$ cat src/design/assert_macros.svh
// Assertion macros shared by the RTL of the IPv4 header check block.
// Needs a clk_i clock and an active-low rst_ni reset in the including module.
`ifndef ASSERT_MACROS_SVH
`define ASSERT_MACROS_SVH
`ifndef SYNTHESIS
`define ASSERT_ALWAYS(label, expr) \
  label: assert property (@(posedge clk_i) disable iff (!rst_ni) (expr)) \
    else $error("ASSERT_ALWAYS failed");
`define ASSERT_IMPLIES(label, ante, cons) \
  label: assert property (@(posedge clk_i) disable iff (!rst_ni) (ante) |-> (cons)) \
    else $error("ASSERT_IMPLIES failed");
`define ASSERT_NEXT(label, ante, cons) \
  label: assert property (@(posedge clk_i) disable iff (!rst_ni) (ante) |=> (cons)) \
    else $error("ASSERT_NEXT failed");
`else
`define ASSERT_ALWAYS(label, expr)
`define ASSERT_IMPLIES(label, ante, cons)
`define ASSERT_NEXT(label, ante, cons)
`endif
`endif

$ cat src/design/ihcc_pkg.sv
// Types and constants for the IPv4 header check and classify block.
// No dependencies; imported by ipv4_header_check_classify_top.
package ihcc_pkg;

  typedef enum logic [1:0] {
    VERDICT_BAD_CSUM  = 2'd0,
    VERDICT_DELIVER   = 2'd1,
    VERDICT_FRAGMENT  = 2'd2,
    VERDICT_MALFORMED = 2'd3
  } verdict_e;

  typedef enum logic [1:0] {
    CLASS_ICMP  = 2'd0,
    CLASS_TCP   = 2'd1,
    CLASS_UDP   = 2'd2,
    CLASS_OTHER = 2'd3
  } proto_class_e;

  localparam logic [7:0] PROTO_ICMP = 8'd1;
  localparam logic [7:0] PROTO_TCP  = 8'd6;
  localparam logic [7:0] PROTO_UDP  = 8'd17;

  localparam logic [4:0] IDX_VER_IHL  = 5'd0;
  localparam logic [4:0] IDX_TOT_LEN  = 5'd1;
  localparam logic [4:0] IDX_ID       = 5'd2;
  localparam logic [4:0] IDX_FRAG     = 5'd3;
  localparam logic [4:0] IDX_PROTO    = 5'd4;
  localparam logic [4:0] IDX_CSUM     = 5'd5;
  localparam logic [4:0] IDX_SRC_HI   = 5'd6;
  localparam logic [4:0] IDX_SRC_LO   = 5'd7;
  localparam logic [4:0] IDX_DST_HI   = 5'd8;
  localparam logic [4:0] IDX_DST_LO   = 5'd9;

  localparam logic [3:0] MIN_IHL = 4'd5;

  function automatic proto_class_e class_of(logic [7:0] proto);
    proto_class_e c;
    case (proto)
      PROTO_ICMP: c = CLASS_ICMP;
      PROTO_TCP:  c = CLASS_TCP;
      PROTO_UDP:  c = CLASS_UDP;
      default:    c = CLASS_OTHER;
    endcase
    return c;
  endfunction

endpackage

$ cat src/design/ipv4_header_check_classify_top.sv
// IPv4 receive header check: verifies the header checksum and classifies the packet.
// Depends on ihcc_pkg and assert_macros.svh.
//
// Usage:
// The input channel carries one 16-bit header word per transfer, in network
// order, with start_of_packet_i high on the first word of each header. The
// output channel carries one verdict per header, with the protocol class,
// the fragment key, the header length and the payload length.
// Each accepted word goes into an input register; from it the header state
// and the checksum are updated and, on the last header word (or a malformed
// length in word 0 or 1), the verdict is loaded into the output register.
// The block takes one word every cycle while the output is not stalled.
// A stalled verdict waits in the output register; the input register still
// takes one more word, and only then is in_stall_o raised.
// Words without a preceding start are dropped, and a new start abandons a
// header in progress without a verdict.
// Reset empties both registers and leaves no header active.
`include "assert_macros.svh"

module ipv4_header_check_classify_top (
  input  logic        clk_i,
  input  logic        rst_ni,
  input  logic        in_valid_i,
  output logic        in_stall_o,
  input  logic [15:0] header_word_i,
  input  logic        start_of_packet_i,
  output logic        out_valid_o,
  input  logic        out_stall_i,
  output logic [1:0]  verdict_o,
  output logic [1:0]  proto_class_o,
  output logic [7:0]  protocol_o,
  output logic [15:0] packet_id_o,
  output logic [31:0] source_address_o,
  output logic [31:0] dest_address_o,
  output logic [5:0]  header_bytes_o,
  output logic [15:0] payload_bytes_o
);
  import ihcc_pkg::*;

  logic        s1_valid_q;
  logic [15:0] s1_word_q;
  logic        s1_sop_q;

  logic        active_q, active_d;
  logic [4:0]  word_index_q, word_index_d;
  logic [4:0]  header_words_q, header_words_d;
  logic [20:0] running_sum_q, running_sum_d;
  logic [15:0] stored_csum_q, stored_csum_d;
  logic [15:0] total_length_q, total_length_d;
  logic [15:0] id_field_q, id_field_d;
  logic [13:0] flags_offset_q, flags_offset_d;
  logic [7:0]  proto_field_q, proto_field_d;
  logic [31:0] src_field_q, src_field_d;
  logic [31:0] dst_field_q, dst_field_d;

  logic         out_valid_q;
  verdict_e     verdict_q, verdict_d;
  proto_class_e class_q, class_d;
  logic [7:0]   protocol_q, protocol_d;
  logic [15:0]  packet_id_q, packet_id_d;
  logic [31:0]  src_out_q, src_out_d;
  logic [31:0]  dst_out_q, dst_out_d;
  logic [5:0]   hdr_bytes_q, hdr_bytes_d;
  logic [15:0]  payload_q, payload_d;

  logic        out_free;
  logic        fire;
  logic        take;
  logic        emit;
  logic        malformed;
  logic        last_word;
  logic [4:0]  idx;
  logic [20:0] sum_base;
  logic [16:0] fold1;
  logic [15:0] fold2;
  logic [15:0] calc_csum;
  logic [5:0]  hdr_bytes;

  assign out_free   = !out_valid_q || !out_stall_i;
  assign fire       = s1_valid_q && out_free;
  assign in_stall_o = s1_valid_q && !out_free;
  assign take       = fire && (s1_sop_q || active_q);

  always_ff @(posedge clk_i or negedge rst_ni) begin
    if (!rst_ni) begin
      s1_valid_q <= 1'b0;
    end else if (!in_stall_o) begin
      s1_valid_q <= in_valid_i;
    end
  end

  always_ff @(posedge clk_i) begin
    if (in_valid_i && !in_stall_o) begin
      s1_word_q <= header_word_i;
      s1_sop_q  <= start_of_packet_i;
    end
  end

  always_comb begin
    idx            = s1_sop_q ? IDX_VER_IHL : word_index_q;
    sum_base       = s1_sop_q ? 21'd0 : running_sum_q;
    header_words_d = s1_sop_q ? 5'd0 : header_words_q;
    stored_csum_d  = stored_csum_q;
    total_length_d = total_length_q;
    id_field_d     = id_field_q;
    flags_offset_d = flags_offset_q;
    proto_field_d  = proto_field_q;
    src_field_d    = src_field_q;
    dst_field_d    = dst_field_q;
    malformed      = 1'b0;

    if (idx == IDX_CSUM) begin
      running_sum_d = sum_base;
      stored_csum_d = s1_word_q;
    end else begin
      running_sum_d = sum_base + {5'd0, s1_word_q};
    end

    case (idx)
      IDX_VER_IHL: begin
        header_words_d = {s1_word_q[11:8], 1'b0};
        malformed      = s1_word_q[11:8] < MIN_IHL;
      end
      IDX_TOT_LEN: begin
        total_length_d = s1_word_q;
        malformed      = s1_word_q < {10'd0, header_words_d, 1'b0};
      end
      IDX_ID:     id_field_d     = s1_word_q;
      IDX_FRAG:   flags_offset_d = s1_word_q[13:0];
      IDX_PROTO:  proto_field_d  = s1_word_q[7:0];
      IDX_SRC_HI: src_field_d    = {s1_word_q, src_field_q[15:0]};
      IDX_SRC_LO: src_field_d    = {src_field_q[31:16], s1_word_q};
      IDX_DST_HI: dst_field_d    = {s1_word_q, dst_field_q[15:0]};
      IDX_DST_LO: dst_field_d    = {dst_field_q[31:16], s1_word_q};
      default: ;
    endcase

    hdr_bytes = {header_words_d, 1'b0};
    last_word = ({1'b0, idx} + 6'd1) >= {1'b0, header_words_d};
    emit      = take && (malformed || last_word);

    fold1     = {12'd0, running_sum_d[20:16]} + {1'b0, running_sum_d[15:0]};
    fold2     = fold1[15:0] + {15'd0, fold1[16]};
    calc_csum = ~fold2;

    hdr_bytes_d = hdr_bytes;
    if (malformed) begin
      verdict_d   = VERDICT_MALFORMED;
      class_d     = CLASS_OTHER;
      protocol_d  = 8'd0;
      packet_id_d = 16'd0;
      src_out_d   = 32'd0;
      dst_out_d   = 32'd0;
      payload_d   = 16'd0;
    end else begin
      if (calc_csum != stored_csum_d) begin
        verdict_d = VERDICT_BAD_CSUM;
      end else if (flags_offset_d == 14'd0) begin
        verdict_d = VERDICT_DELIVER;
      end else begin
        verdict_d = VERDICT_FRAGMENT;
      end
      class_d     = class_of(proto_field_d);
      protocol_d  = proto_field_d;
      packet_id_d = id_field_d;
      src_out_d   = src_field_d;
      dst_out_d   = dst_field_d;
      payload_d   = total_length_d - {10'd0, hdr_bytes};
    end

    active_d     = !emit;
    word_index_d = idx + 5'd1;
  end

  always_ff @(posedge clk_i or negedge rst_ni) begin
    if (!rst_ni) begin
      active_q       <= 1'b0;
      word_index_q   <= 5'd0;
      header_words_q <= 5'd0;
      running_sum_q  <= 21'd0;
    end else if (take) begin
      active_q       <= active_d;
      word_index_q   <= word_index_d;
      header_words_q <= header_words_d;
      running_sum_q  <= running_sum_d;
    end
  end

  always_ff @(posedge clk_i) begin
    if (take) begin
      stored_csum_q  <= stored_csum_d;
      total_length_q <= total_length_d;
      id_field_q     <= id_field_d;
      flags_offset_q <= flags_offset_d;
      proto_field_q  <= proto_field_d;
      src_field_q    <= src_field_d;
      dst_field_q    <= dst_field_d;
    end
  end

  always_ff @(posedge clk_i or negedge rst_ni) begin
    if (!rst_ni) begin
      out_valid_q <= 1'b0;
    end else if (emit) begin
      out_valid_q <= 1'b1;
    end else if (!out_stall_i) begin
      out_valid_q <= 1'b0;
    end
  end

  always_ff @(posedge clk_i) begin
    if (emit) begin
      verdict_q   <= verdict_d;
      class_q     <= class_d;
      protocol_q  <= protocol_d;
      packet_id_q <= packet_id_d;
      src_out_q   <= src_out_d;
      dst_out_q   <= dst_out_d;
      hdr_bytes_q <= hdr_bytes_d;
      payload_q   <= payload_d;
    end
  end

  assign out_valid_o      = out_valid_q;
  assign verdict_o        = verdict_q;
  assign proto_class_o    = class_q;
  assign protocol_o       = protocol_q;
  assign packet_id_o      = packet_id_q;
  assign source_address_o = src_out_q;
  assign dest_address_o   = dst_out_q;
  assign header_bytes_o   = hdr_bytes_q;
  assign payload_bytes_o  = payload_q;

  `ASSERT_IMPLIES(a_stall_needs_full_stage, in_stall_o, s1_valid_q && out_valid_q)
  `ASSERT_IMPLIES(a_index_within_header, active_q && word_index_q != 5'd0, word_index_q < header_words_q)
  `ASSERT_IMPLIES(a_malformed_no_payload, out_valid_q && verdict_q == VERDICT_MALFORMED, payload_q == 16'd0 && class_q == CLASS_OTHER)
  `ASSERT_IMPLIES(a_good_header_length, out_valid_q && verdict_q != VERDICT_MALFORMED, hdr_bytes_q >= 6'd20)
  `ASSERT_NEXT(a_emit_loads_output, emit, out_valid_q)

endmodule

$ cat config.mk
export PLATFORM = sky130hd
export DESIGN_NAME = ipv4_header_check_classify_top
export DESIGN_NICKNAME = d
export VERILOG_FILES = /design/src/design/ihcc_pkg.sv /design/src/design/ipv4_header_check_classify_top.sv
export VERILOG_INCLUDE_DIRS = /design/src /design/src/design
export SDC_FILE = /design/constraint.sdc
export NUM_CORES = 1
export LEC_CHECK = 0
export BUFFER_PORTS_ARGS = -buffer_cell sky130_fd_sc_hd__buf_2
export CELL_PAD_IN_SITES_DETAIL_PLACEMENT = 1
export CELL_PAD_IN_SITES_GLOBAL_PLACEMENT = 1
export CORE_MARGIN = 2
export CORE_UTILIZATION = 25
export CTS_CLUSTER_DIAMETER = 30
export CTS_CLUSTER_SIZE = 20
export DETAILED_ROUTE_END_ITERATION = 12
export PLACE_DENSITY = 0.52
export SYNTH_ARGS = -nofsm -noshare
export SYNTH_HDL_FRONTEND = slang
export SYNTH_SLANG_ARGS = --single-unit
$ cat constraint.sdc
create_clock -name clk_i -period 10.3 [get_ports clk_i]
set_input_delay 1.03 -clock clk_i [delete_from_list [all_inputs] [get_ports clk_i]]
set_output_delay 1.03 -clock clk_i [all_outputs]
set_load 0.005 [all_outputs]
# Yosys cells after proc, flatten, opt, wreduce, memory -nomap -nowiden

Index checks and enable logic that the tools add are counted.
W data, S select, Z words.

Bits of input ports: 21
Bits in registers: 298
Output and inout bits: 116
Logic and storage cells: 80

Magnitude comparators: 3
Mux-type cells: 18
Eq/ne operators: 14
Bitwise logic cells: 1
Reduce and logical (&&, ||, !) cells: 15
$add $sub $neg: 6

Operator list:

| cell                  | count |
|---|---|
| $pmux W32 S2          | 2 |
| $mux W16              | 3 |
| $mux W21              | 2 |
| $add A21 B16 Y21      | 1 |
| $eq A5 B3 Y1 const B  | 4 |
| $add A5 B16 Y17       | 1 |
| $add A16 B1 Y16       | 1 |
| $lt A16 B6 Y1         | 1 |
| $ne A16 B16 Y1        | 1 |
| $not A16 Y16          | 1 |
| $sub A16 B6 Y16       | 1 |
| $mux W5               | 3 |
| $logic_not A14 Y1     | 1 |
| $mux W14              | 1 |
| $eq A5 B2 Y1 const B  | 2 |
| $eq A5 B4 Y1 const B  | 2 |
| $eq A8 B1 Y1 const B  | 1 |
| $eq A8 B3 Y1 const B  | 1 |
| $eq A8 B5 Y1 const B  | 1 |
| $mux W8               | 1 |
| $add A5 B1 Y6 const B | 1 |
| $ge A6 B5 Y1          | 1 |
| $pmux W2 S3           | 1 |
| $add A5 B1 Y5 const B | 1 |
| other kinds (10)      | 22 |

# Logic depth before layout (Yosys ltp)

Depth after elaboration: 8
Depth in mapped cells: 39
Gate-level depth less buffers: 34

# Least setup slack after synthesis

OpenSTA, ideal clock, no wires.

Kind: reg-to-reg
Start point: register s1_sop_q
End point: register verdict_q[1] (netlist: verdict_o[1]), data pin
Clock period less this slack: 7.590 ns
Library setup time: 0.145 ns
Slack: 2.710 ns
Data arrival time: 7.446 ns
Required time: 10.155 ns
Buffers on the path: 5
Cell stages (with the launch flop): 40
Path through: edfxtp_1 -> clkbuf_1 -> buf_2 -> buf_2 -> buf_1 -> nor2b_1 -> ha_1 -> a21oi_1 -> a2111o_1 -> or3_1 -> buf_2 -> a21oi_1 -> o31ai_1 -> o21bai_1 -> a21oi_1 -> nor2_1 -> nor2_1 -> or3_1 -> (+4 left out) -> nor2b_1 -> or2_2 -> o2111a_1 -> nand3_1 -> or3_1 -> nor3_1 -> ha_1 -> ha_1 -> nand4_1 -> nor2_1 -> nand3_1 -> o22ai_1 -> xor2_1 -> nand3_1 -> o31a_1 -> nor4_2 -> or3b_1 -> o21ai_1

Longest elaborated chain between the ends: 8
Elaborated cells between the ends (all ways): 20
Those cells by class: 3 x add/sub; 1 x order compare; 4 x eq/ne; 9 x mux; 1 x bitwise; 2 x reduce/logical

RTL lines:

| element                                                 | RTL line                                                                     | text |
|---|---|---|
| from (decl)                                             | ipv4_header_check_classify_top.sv:42                                         | `logic s1_sop_q;` |
| from (signal assigned)                                  | ipv4_header_check_classify_top.sv:95                                         | `s1_sop_q <= start_of_packet_i;` |
| $mux W21 / $mux W5 (equally long branches)              | ipv4_header_check_classify_top.sv:101, ipv4_header_check_classify_top.sv:100 |  |
| $add A21 B16 Y21 / $eq A5 B3 Y1 (equally long branches) | ipv4_header_check_classify_top.sv:116, ipv4_header_check_classify_top.sv:112 |  |
| $mux W21 *                                              | ipv4_header_check_classify_top.sv:112                                        | `if (idx == IDX_CSUM) begin` |
| named net running_sum_d[17]                             | ipv4_header_check_classify_top.sv:47                                         | `logic [20:0] running_sum_q, running_sum_d;` |
| $add A5 B16 Y17 *                                       | ipv4_header_check_classify_top.sv:142                                        | `fold1 = {12'd0, running_sum_d[20:16]} + {1'b0, running_sum_d[15:0]};` |
| $add A16 B1 Y16 *                                       | ipv4_header_check_classify_top.sv:143                                        | `fold2 = fold1[15:0] + {15'd0, fold1[16]};` |
| $not A16 Y16 *                                          | ipv4_header_check_classify_top.sv:144                                        | `calc_csum = ~fold2;` |
| $ne A16 B16 Y1 *                                        | ipv4_header_check_classify_top.sv:156                                        | `if (calc_csum != stored_csum_d) begin` |
| $mux W2 *                                               | ipv4_header_check_classify_top.sv:156                                        |  |
| to (signal assigned)                                    | ipv4_header_check_classify_top.sv:213                                        | `verdict_q <= verdict_d;` |
| to (decl)                                               | ipv4_header_check_classify_top.sv:57                                         | `verdict_e verdict_q, verdict_d;` |

Mark *: on every way through the listed nets, which the timed path passes. The rest lies on a longest branch.
A chain may end at the register's enable or synchronous reset.

# Final worst setup path

Ends and elaborated chain as after synthesis.

==> flow_results.org <==
** CTS
- After clock tree synthesis, the repair step resized 0 gates.
- Cts bufs inserted :: 75
- Buffers from clock root to sink, at most :: 3
- Maximum level of the CTS H-tree :: 3
- Clock tree synthesis found a total of between 200 and 300 sinks.
- CTS tree :: done
- Clock-pin slew on the worst setup and hold paths :: 40 ps
- Post-CTS setup buffers :: 0
- Buffer type at the clock tree root :: sky130_fd_sc_hd__clkbuf_16
- Insertion delay to the later sink of the worst-skew pair :: 610 ps
- Hold buffer count at CTS :: 0

** STA
- After routing, the total negative slack on setup checks comes to 0 ps.
- Clock period minus worst slack :: 8350 ps
- For the pin with the worst max-slew slack, the measured transition is between 1000 and 1500 ps.
- Setup Skew :: 26.1 ps
- Max transition margin :: 0.315
- Setup repair after global routing left no endpoint under its margin.
- Setup violations remaining at the end of the flow were counted as 0.
- Number of pins exceeding their max-slew limit in the final report :: 0
- Top achievable clock speed :: ~120 MHz
- In the finished design, the share of the clock period the worst path needs comes to 0.811.
- The number of hold violations in the final report came to 0.

** Setup path
- Worst setup slack for register-to-register paths :: around 1900 ps
- The critical path is of the register to register type.
- Cell repeated most along the worst path :: sky130_fd_sc_hd__ha_1
- Among all stages on the critical path, the largest delay is contributed by sky130_fd_sc_hd__a21oi_1.
- At the worst endpoint, the required time is ~11000 ps.
- In this run the critical register-to-register path is launched from s1_sop_q$_DFFE_PP_.
- Counting cells, the worst reg-to-reg path comes to 34.
- The most critical setup path has its startpoint at s1_sop_q$_DFFE_PP_.
- For this run, the slowest stage of the critical path takes between 800 and 900 ps.
- Critical path endpoint category :: register
- Destination of the critical timing path :: verdict_o[1]$_SDFFCE_PP1P_
- Worst reg2reg endpoint :: verdict_o[1]$_SDFFCE_PP1P_
- Arrival time reported for the critical path endpoint :: 8790 ps
- The worst setup path is launched from a register.
- In this run the worst path has a maximum fanout of between 40 and 50.

** Synthesis
- Number of enable-type register cells in the synthesized netlist :: about 260
- Share of synthesized area occupied by flip-flops and latches :: 0.583
- By area the synthesized netlist is led by sky130_fd_sc_hd__edfxtp_1 53%, sky130_fd_sc_hd__dfrtp_1 5.7%, sky130_fd_sc_hd__nor2b_1 4.2%.
- Area share of the largest cell type after synthesis :: 0.526
- Post-synthesis cell type count :: slightly above 80
- Dominant cell type by area after synthesis :: sky130_fd_sc_hd__edfxtp_1
- Yosys Warn Count :: 0
- Synthesized instance count :: between 1000 and 1500
- Post-synthesis register bit count :: ~300
- The cell area that synthesis handed to floorplanning was 15100 um^2.
- Net Count, Synth :: 1332
- Syn avg cell area :: 11.8 um^2
- After synthesis, the share of flip-flops with an asynchronous set or reset is 0.114.
- Predominant post-synthesis flop cell :: sky130_fd_sc_hd__edfxtp_1

** Global route
- Global-route wire length before repair :: slightly above 70000 um
- The initial antenna violation count came to 1.
- Total global-route track usage :: 0.151
- Maximum number of pins on one net before global-route repair :: 78
- Grt total ovfl :: 0
- Number of global-route vias before repair :: roughly 11000

** Power
- IR analysis of the VDD net gives a maximum drop of 0.000121 V.
- Leakage :: 7.71 nW
- The completed layout was analyzed and its total power is around 6.1 mW.
- Dividing total power by cell area gives a power density of 319 nW/um^2.

** Floorplanning
- In this run the horizontal extent of the chip is 249 um.
- The die is 249 um tall.
- The die covers between 60000 and 70000 um^2.
- Area of the core :: slightly below 60000 um^2
- Initial Utilization :: 0.254
- Number of rows in the core area :: about 90
- about 140 I/O pins were placed.

** Route
- The final layout contains routed wiring with a total length of approximately 47000 um.
- The detail route stage leaves a number of antenna-violating nets equal to 0.
- DR vias :: about 11000
- Number of design rule violations left after detail routing :: 0
- After detailed routing, the number of vias per cell comes to around 4.7.
- After detailed routing, the average wire length per cell comes to between 20 and 25 um.
- 1st-pass router iterations :: 4
- For this block, the initial DRC count from the detailed router was about 600.

** Layout
- The net count of the finished layout is approximately 1500.
- Share of post-route cells with drive strength above 1 :: 0.229
- Layout overhead on the synthesized area :: 27.9%
- The repair_antennas step left the layout with diodes totalling 0.
- Number of fill cells in the layout :: 6480

** Hold path
- Start point of the worst hold path :: running_sum_q[15]$_DFFE_PN0P_
- The worst hold path belongs to the class register to register.
- Along the worst hold path, the cell count comes to 2.

** Place
- Routability-driven placement finished with a final weighted congestion of approximately 0.84.
- # port buffers :: around 140
- Final HPWL DP :: slightly above 30000 um

** Status
- Result of the run :: completed

** Job
- Max-Cap Viols :: 0
worst max-delay path, delay by kind of cell (launching register included):
family          cells  cell delay, ps
compound gates     12            3030
xor+xnor            2             460
buf+inv             1             400
simple gates       13            2460
flops               1             310
fa+ha+maj           6            1490
sequential cells by signal (all words and copies together), names as in the netlist:
register / cells
active_q: 1
dest_address_o: 32
dst_field_q: 32
flags_offset_q: 14
header_bytes_o: 5
header_words_q: 5
id_field_q: 16
out_valid_o: 1
packet_id_o: 16
payload_bytes_o: 16
proto_class_o: 2
proto_field_q: 8
protocol_o: 8
running_sum_q: 21
s1_sop_q: 1
s1_valid_q: 1
s1_word_q: 16
source_address_o: 32
src_field_q: 32
stored_csum_q: 16
total_length_q: 16
verdict_o: 2
word_index_q: 5
cell families after synthesis:
kind of cell,Yosys count,share of synthesized area
multiplexers,55,0.0392
AND/OR/NAND/NOR,446,0.154
adder cells (fa/ha/maj),41,0.0344
AO/OA/AOI/OAI,243,0.116
flip-flops,298,0.583
other,1,0.000249
XOR/XNOR,64,0.0400
buffers and inverters,126,0.0329
cells in the final DEF, fill, tap and decap left out, types with 34 or more instances in the layout:
cell type,synthesis,final
sky130_fd_sc_hd__nor2_1,69,69
sky130_fd_sc_hd__xnor2_1,42,42
sky130_fd_sc_hd__nor2b_1,100,100
sky130_fd_sc_hd__o21ai_0,47,47
sky130_fd_sc_hd__buf_2,6,135
sky130_fd_sc_hd__dfrtp_1,34,34
sky130_fd_sc_hd__nand2_1,140,139
sky130_fd_sc_hd__a21oi_1,39,39
sky130_fd_sc_hd__edfxtp_1,264,264
sky130_fd_sc_hd__a22o_1,64,64
sky130_fd_sc_hd__ha_1,35,35
sky130_fd_sc_hd__clkbuf_16,0,75
sky130_fd_sc_hd__inv_1,44,42
how the worst min path moves through the flow:
stage | endpoint | slack (ps)
5_1_grt | running_sum_q[9]$_DFFE_PN0P_ | 510
3_3_place_gp | running_sum_q[15]$_DFFE_PN0P_ | 460
3_5_place_dp | running_sum_q[9]$_DFFE_PN0P_ | 460
4_1_cts | running_sum_q[9]$_DFFE_PN0P_ | 470
2_1_floorplan | running_sum_q[3]$_DFFE_PN0P_ | 440
6_report | running_sum_q[15]$_DFFE_PN0P_ | 480
through the flow:
| stage | utilization | hold slack, ps | cell area [um^2] | instances | worst slack (ps) |
|---|---|---|---|---|---|
| finish | 0.325 | 476 | 19300 | 2262 | 1950 |
| global placement | 0.280 | 462 | 16600 | 2126 | 2430 |
| global route | 0.325 | 508 | 19300 | 2262 | 1090 |
| CTS | 0.325 | 472 | 19300 | 2262 | 2000 |
| floorplan | - | 438 | 15100 | 1274 | 2710 |
| detailed placement | 0.280 | 462 | 16600 | 2126 | 2040 |
power by group:
group          internal, mW  total [mW]  leakage, nW  switching, mW
sequential             1.83        1.98         2.93          0.146
combinational         0.658        1.73         3.52           1.07
clock                  1.65        2.44         1.27          0.791
Yosys cell counts, drive strengths merged (7+ instances only):
| library cell | number |
|---|---|
| a21oi | 39 |
| a31oi | 9 |
| o21ai | 51 |
| nor2b | 100 |
| nor4 | 12 |
| or3 | 7 |
| nand2 | 140 |
| o211ai | 11 |
| nor2 | 69 |
| edfxtp | 264 |
| mux2i | 23 |
| inv | 44 |
| and3 | 10 |
| o31ai | 9 |
| ha | 35 |
| xnor2 | 42 |
| nand3 | 27 |
| nand4 | 8 |
| clkbuf | 64 |
| nor3 | 19 |
| mux2 | 32 |
| a22o | 64 |
| xor2 | 19 |
| a21o | 10 |
| and2 | 12 |
| nand2b | 14 |
| buf | 18 |
| dfrtp | 34 |
routing by layer:
metal / vias to the layer above / routed length [um] / GRT usage
met3: 83 / 2260 / 0.0354
met4: 0 / 1340 / 0.0611
met1: 5279 / 21700 / 0.198
met2: 242 / 21800 / 0.240
li1: 5022 / - / -
met5: - / 0 / 0
area by class of cell:
class,count,area [um^2],share of cell area
Sequential cell,298,8780,0.456
Multi-Input combinational cell,850,5800,0.301
Clock buffer,78,1890,0.0981
Tap cell,773,967,0.0502
Timing Repair Buffer,161,871,0.0452
Clock inverter,58,774,0.0402
Inverter,44,173,0.00897
No activity file was read; power rests on OpenSTA's default activity.
